==> config.mk <==
export PLATFORM = sky130hd
export DESIGN_NAME = can_arb_cell
export DESIGN_NICKNAME = d
export VERILOG_FILES = /design/src/hdl/can_arb_pkg.sv /design/src/hdl/can_arb_cell.sv
export SDC_FILE = /design/constraint.sdc
export NUM_CORES = 1
export LEC_CHECK = 0
export BUFFER_PORTS_ARGS = -buffer_cell sky130_fd_sc_hd__buf_4
export CAP_MARGIN = 20
export CORE_MARGIN = 10
export CORE_UTILIZATION = 50
export CTS_BUF_LIST = sky130_fd_sc_hd__clkbuf_8
export DETAILED_ROUTE_END_ITERATION = 10
export GPL_TIMING_DRIVEN = 0
export PLACE_DENSITY_LB_ADDON = 0.15
export RECOVER_POWER = 25
export SETUP_SLACK_MARGIN = 0.02
export SLEW_MARGIN = 15
export SYNTH_ARGS = -nofsm -noshare
export SYNTH_HDL_FRONTEND = slang
export SYNTH_SLANG_ARGS = --single-unit
==> constraint.sdc <==
create_clock -name aclk -period 7.7 [get_ports aclk]
set_input_delay 0.77 -clock aclk [delete_from_list [all_inputs] [get_ports aclk]]
set_output_delay 0.77 -clock aclk [all_outputs]
set_load 0.005 [all_outputs]
==> src/hdl/can_arb_pkg.sv <==
// Shared types and codes for the CAN bus arbitration controller.
// Holds the table entry layout, result word layout, op, kind and wake-up codes.
// No dependencies.
`default_nettype none
package can_arb_pkg;

    localparam int ID_W   = 29;
    localparam int NODE_W = 5;
    localparam int TIME_W = 32;
    localparam int BITS_W = 8;
    localparam int OP_W   = 4;
    localparam int KIND_W = 4;
    localparam int WAKE_W = 3;
    localparam int PEND_W = 4;

    localparam logic [BITS_W-1:0] ACK_SLOT_BITS    = 8'd11;
    localparam logic [BITS_W-1:0] ERROR_FRAME_BITS = 8'd12;
    localparam logic [BITS_W-1:0] NO_POS_DELAY     = 8'd255;
    localparam logic [PEND_W-1:0] PEND_MAX         = 4'd15;

    // input ops
    localparam logic [OP_W-1:0] OP_SIGNIN     = 4'd0;
    localparam logic [OP_W-1:0] OP_SIGNOUT    = 4'd1;
    localparam logic [OP_W-1:0] OP_ACK        = 4'd2;
    localparam logic [OP_W-1:0] OP_ERROR      = 4'd3;
    localparam logic [OP_W-1:0] OP_FRAME      = 4'd4;
    localparam logic [OP_W-1:0] OP_IDLE       = 4'd5;
    localparam logic [OP_W-1:0] OP_WAKE       = 4'd6;
    localparam logic [OP_W-1:0] OP_COMPLETE   = 4'd7;
    localparam logic [OP_W-1:0] OP_ERRRES     = 4'd8;
    localparam logic [OP_W-1:0] OP_ERRRESDONE = 4'd9;

    // result kinds
    localparam logic [KIND_W-1:0] KIND_GRANT     = 4'd0;
    localparam logic [KIND_W-1:0] KIND_FAILED    = 4'd1;
    localparam logic [KIND_W-1:0] KIND_COMPLETE  = 4'd2;
    localparam logic [KIND_W-1:0] KIND_SCHEDULE  = 4'd3;
    localparam logic [KIND_W-1:0] KIND_FWDFRAME  = 4'd4;
    localparam logic [KIND_W-1:0] KIND_FWDERROR  = 4'd5;
    localparam logic [KIND_W-1:0] KIND_BUSIDLE   = 4'd6;
    localparam logic [KIND_W-1:0] KIND_CONFLICT  = 4'd7;
    localparam logic [KIND_W-1:0] KIND_TABLEFULL = 4'd8;

    // scheduled wake-up ops
    localparam logic [WAKE_W-1:0] WK_IDLE       = 3'd0;
    localparam logic [WAKE_W-1:0] WK_WAKE       = 3'd1;
    localparam logic [WAKE_W-1:0] WK_COMPLETE   = 3'd2;
    localparam logic [WAKE_W-1:0] WK_ERRRES     = 3'd3;
    localparam logic [WAKE_W-1:0] WK_ERRRESDONE = 3'd4;

    // configuration register indexes
    localparam logic CFG_ERRORS_ENABLED = 1'b0;
    localparam logic CFG_ACK_ENABLED    = 1'b1;

    typedef struct packed {
        logic [ID_W-1:0]   id;
        logic [NODE_W-1:0] node;
        logic              rtr;
        logic              rs;
        logic [TIME_W-1:0] sit;
    } entry_t;

    // broadcast control from the sequencer to every cell
    typedef struct packed {
        logic              rm_en;
        logic [ID_W-1:0]   key_id;
        logic              use_rtr;
        logic              key_rtr;
    } cell_ctrl_t;

    typedef struct packed {
        logic [KIND_W-1:0] kind;
        logic [WAKE_W-1:0] wake;
        logic [BITS_W-1:0] delay;
        logic [NODE_W-1:0] node;
        logic [ID_W-1:0]   id;
        logic [TIME_W-1:0] sit;
        logic              rs;
    } result_t;

endpackage
`default_nettype wire

==> src/hdl/can_arb_cell.sv <==
// One slot of the pending request chain: valid bit plus entry.
// Depends on can_arb_pkg. Takes its right neighbor's word while the chain compacts.
`default_nettype none
module can_arb_cell (
    input  wire logic                  aclk,
    input  wire logic                  aresetn,
    input  wire can_arb_pkg::cell_ctrl_t ctrl,
    input  wire logic                  ins_en,
    input  wire can_arb_pkg::entry_t   ins_data,
    input  wire logic                  shift_in,
    input  wire logic                  nb_valid,
    input  wire can_arb_pkg::entry_t   nb_data,
    output logic                       q_valid,
    output can_arb_pkg::entry_t        q_data,
    output logic                       shift_out
);
    import can_arb_pkg::*;

    logic   valid_reg;
    entry_t data_reg;
    logic   match;

    // flag a live entry that hits the removal key
    assign match = valid_reg && (data_reg.id == ctrl.key_id) &&
                   (!ctrl.use_rtr || (data_reg.rtr == ctrl.key_rtr));
    assign shift_out = shift_in || match;

    // shift left past the first hit, or load a new entry at the tail
    always_ff @(posedge aclk) begin
        if (!aresetn) begin
            valid_reg <= 1'b0;
        end else if (ctrl.rm_en && shift_out) begin
            valid_reg <= nb_valid;
        end else if (ins_en) begin
            valid_reg <= 1'b1;
        end
    end

    always_ff @(posedge aclk) begin
        if (ctrl.rm_en && shift_out) begin
            data_reg <= nb_data;
        end else if (ins_en) begin
            data_reg <= ins_data;
        end
    end

    assign q_valid = valid_reg;
    assign q_data  = data_reg;
endmodule
`default_nettype wire

Word level (Yosys, flattened, before mapping):

Index checks and enable logic that the tools add are counted.
W data, S select, Z words.

* $add $sub $neg: 0
* multiply operators: 0
* div/mod/pow operators: 0
* $lt $le $gt $ge: 0
* equal/unequal tests: 2
* shift operators: 0
* muxes and demuxes: 4
* bitwise operators: 0
* reduce and logical (&&, ||, !) cells: 7

Operators by type and width (count)
* $mux W68: 2
* $eq A29 B29 Y1: 1
* $logic_and A1 B1 Y1: 3
* $logic_or A1 B1 Y1: 2
* $mux W1: 2
* $reduce_bool A2 Y1: 1
* $eq A1 B1 Y1: 1
* $logic_not A1 Y1: 1

* register bits: 69
* bits in latches: 0
* RAM bits: 0
* ROM bits: 0
* bits of input ports: 173
* output and inout bits: 70
* word-level logic and storage cells: 19
* memories kept: 0

Longest topological paths before layout:

* depth after elaboration: 6
* depth in mapped cells: 8
* depth with buffers taken out: 6

Worst setup path after synthesis:

OpenSTA, ideal clock, no wires.

* kind: input to register
* start: input ctrl[13] in the netlist's numbering
* end: register data_reg, in the netlist q_data[0], enable pin
* library setup time: 0.425 ns
* arrival: 3.390 ns
* data required time: 7.275 ns
* slack: 3.885 ns
* cell stages on the path: 8
* path buffers: 2
* path through: xor2_1 > nor4_2 > nand4_2 > o21ba_1 > buf_6 > buf_6 > inv_1 > a21o_1

* word-level cells in the longest chain between the ends: 6

Ends and longest elaborated chain
* start, declared: line can_arb_cell.sv:7 `input wire can_arb_pkg::cell_ctrl_t ctrl,`
* $eq A29 B29 Y1: line can_arb_cell.sv:24 `assign match = valid_reg && (data_reg.id == ctrl.key_id) &&`
* $logic_and A1 B1 Y1 (2 in a row): line can_arb_cell.sv:24
* $logic_or A1 B1 Y1: line can_arb_cell.sv:26 `assign shift_out = shift_in || match;`
* net shift_out: line can_arb_cell.sv:15 `output logic shift_out`
* $logic_and A1 B1 Y1: line can_arb_cell.sv:40 `if (ctrl.rm_en && shift_out) begin`
* $reduce_bool A2 Y1 (no line)
* end signal, assigned: line can_arb_cell.sv:41 `data_reg <= nb_data;`
* end signal, assigned: line can_arb_cell.sv:43 `data_reg <= ins_data;`
* end, declared: line can_arb_cell.sv:20 `entry_t data_reg;`

The timed path passes the listed nets, and every way through them passes these cells.
A chain may end at the register's enable or synchronous reset.

Worst setup path after layout:

* start: input ctrl[3] in the netlist's numbering
* end: output shift_out

* word-level cells in the longest chain between the ends: 4

Ends and longest elaborated chain (line)
* $eq A29 B29 Y1: can_arb_cell.sv:24
* $logic_and A1 B1 Y1 (2 in a row): can_arb_cell.sv:24
* $logic_or A1 B1 Y1: can_arb_cell.sv:26
* end, declared: can_arb_cell.sv:15

No other way between the ends.

==> results.toml <==
[setup_path]
reg2reg_depth = 9
worst_ep_required_time_ps = 6930
slowest_stage = "nor4_2"
r2r-start = "q_data[40]"
end_kind = "primary output"
crit_chain = "buf_4, xor2_1, nor4_2, nand4_2, o21ba_1, buf_6, buf_6, inv_1, buf_4"
critPathMaxFanout = 10
critPathMaxStageDelay_ps = 480
worstSetupStartpointType = "primary input"
r2r-end = "q_data[37]"
critical_path_class = "in2out"
cp.arrival_ps = 2770
r2r_slack_ps = 4550

[sta]
worst_pin_slew_ps = 509
period_needed_ps = 3540
period_share_pct = 46.0
clock.fmax_ghz = 0.282
setup_tns_ps = 0
max_slew_margin_pct = 66.1
grt_setup_unrepaired = "false"
slew_violations = 0
setup_violations = 0
setup_slack_ps = 4160
fin_skew_ps = 17.8
finalHoldViolCount = 0

[synth]
ys_seq_area_share_pct = 45.8
syn-num-nets = 680
syn_inst = 507
ys_types = 24
ys_ff_latch = 69
syn_area_um2 = 4500
synth.avg_cell_area_um2 = 8.88
ys_warn_count = 0

[status]
status = "finished clean"

[route]
wirelength_um = 17000
num_vias = 4942
m1WireLength_um = 6420
drt_first_iter_violations = 383
met2_length_um = 8280
via_per_inst = 5.66
drc_errors = 0
met3_length_um = 1700
wl_per_cell_um = 19.4
top_layer_used = "met4"
antenna_left = 0
first_pass_iters = 7

[worst_hold_path]
hold_class = "reg2reg"
min-delay-start = "q_valid"
holdPathStages = 3
hold_end = "q_valid"

[power_and_ir_drop]
ir_drop_uv = 113
p_total_uw = 1090
powerDensity_nw_per_um2 = 165
leakage_uw = 0.00272

[placed_design]
dp_cells = 857
place_congestion = 0.837
hpwlAfterDp_um = 13300
pre_cts_slack_ps = 4140
port_buffers = 241

[floorplanning]
die_w_um = 115
die_height_um = 115
start_util_pct = 51.4
fp.coreArea_um2 = 8760
pin_count = 243
rows = 34
fp.dieArea_um2 = 13200

[clock_network]
cts_resized = 0
cts_buffers = 9
cts_post_setup_buffers_inserted = 0
cts_tree = "yes"
clockBufferDepth = 2
cts_max_level = 3
path_clk_slew_ps = 70
cts_hold_buf = 0
clock_latency_ps = 350
root_buffer = "clkbuf_8"
cts.sinks = 69

[layout]
syn_to_final_growth_pct = 47.0
finalNonFillerCells = 873
fin_util_pct = 75.5
drive_gt1_share_pct = 32.7
num_antenna_cells = 0
fill_cells = 636
finalNetCount = 933

[global_route]
antenna_found_initial = 0
grtUsageTotal_pct = 24.2
grt_max_degree = 49
grt-ovfl-total = 0
grt_pass1_wl_um = 25500
first_global_vias = 5008

[run]
max_cap_violations = 0
[final cells by class]
class / instances / area, um^2 / share of cell area (%)
Inverter: 3 / 11.3 / 0.170
Clock inverter: 7 / 88.8 / 1.34
Timing Repair Buffer: 242 / 1760 / 26.6
Multi-Input combinational cell: 391 / 2250 / 34.0
Tap cell: 108 / 135 / 2.04
Clock buffer: 9 / 124 / 1.87
Buffer: 44 / 188 / 2.84
Sequential cell: 69 / 2060 / 31.1
[state kept, by name, indices dropped and copies added (netlist names)]
register  flops
q_data       68
q_valid       1
[logic make-up after synthesis]
kind of cell	after synthesis	share of synthesized area (%)
and+or+nand+nor	220	24.2
AOI/OAI and AO/OA	141	19.8
DFF	69	45.8
buffers and inverters	47	4.42
xor gates and xnor gates	30	5.83
[worst max-delay path by stage]
stage                       to  slack, ps      from  cells after the start
floorplan            q_data[0]       3880  ctrl[13]                      8
finish               shift_out       4160   ctrl[3]                      9
global placement    q_data[40]       2730   ctrl[3]                      9
CTS                  shift_out       4180   ctrl[3]                      9
detailed placement  q_data[36]       4140   ctrl[3]                     10
global route         shift_out       4150   ctrl[3]                      9
[layer usage]
metal	vias to the layer above	track usage [%]
met2	306	40.5
met3	36	7.29
met4	0	10.1
met1	2308	28.3
met5	-	0
li1	2292	-
[cell usage in the layout (no fill, tap or decap), types with 2 or more instances in the layout]
cell type / count
edfxtp_1: 68
clkbuf_8: 9
nand4_2: 2
bufinv_16: 2
clkinv_1: 3
xor2_1: 30
buf_6: 3
buf_4: 190
clkbuf_4: 31
clkbuf_1: 61
nor2b_1: 68
o211ai_1: 67
nand2_1: 137
nor4_2: 7
inv_1: 2
o21ai_0: 69
[stage by stage]
step           hold WS, ps  area [um^2]
2_1_floorplan          636         4500
3_3_place_gp           649         6450
3_5_place_dp           683         6480
4_1_cts                708         6700
5_1_grt                718         6620
6_report               701         6620
[cells in the mapped netlist]
master | count | share of area, %
a211oi_1 | 1 | 0.17
a21o_1 | 1 | 0.17
buf_6 | 3 | 0.75
clkbuf_1 | 41 | 3.4
clkinv_1 | 1 | 0.083
dfxtp_1 | 1 | 0.44
edfxtp_1 | 68 | 45
inv_1 | 2 | 0.17
nand2_1 | 137 | 11
nand3_1 | 1 | 0.11
nand4_1 | 1 | 0.14
nand4_2 | 2 | 0.56
nor2_1 | 1 | 0.083
nor2b_1 | 68 | 9.4
nor3_1 | 1 | 0.11
nor3b_1 | 1 | 0.17
nor4_2 | 7 | 1.9
o211ai_1 | 67 | 11
o211ai_2 | 1 | 0.28
o21ai_0 | 69 | 7.7
o21ai_1 | 1 | 0.11
o21ba_1 | 1 | 0.22
or3b_1 | 1 | 0.19
xor2_1 | 30 | 5.8
[critical path: cells and delay by family]
family          cells  cell delay (ps)
xor+xnor            1              160
buf+inv             5              650
compound gates      1              310
simple gates        2              890
[power breakdown]
part,switching (uW),total (uW),leakage (uW),internal (uW)
clock,145,326,0.000105,181
combinational,127,274,0.00193,147
sequential,23.3,491,0.000687,468
(Power assumes the default switching activity.)
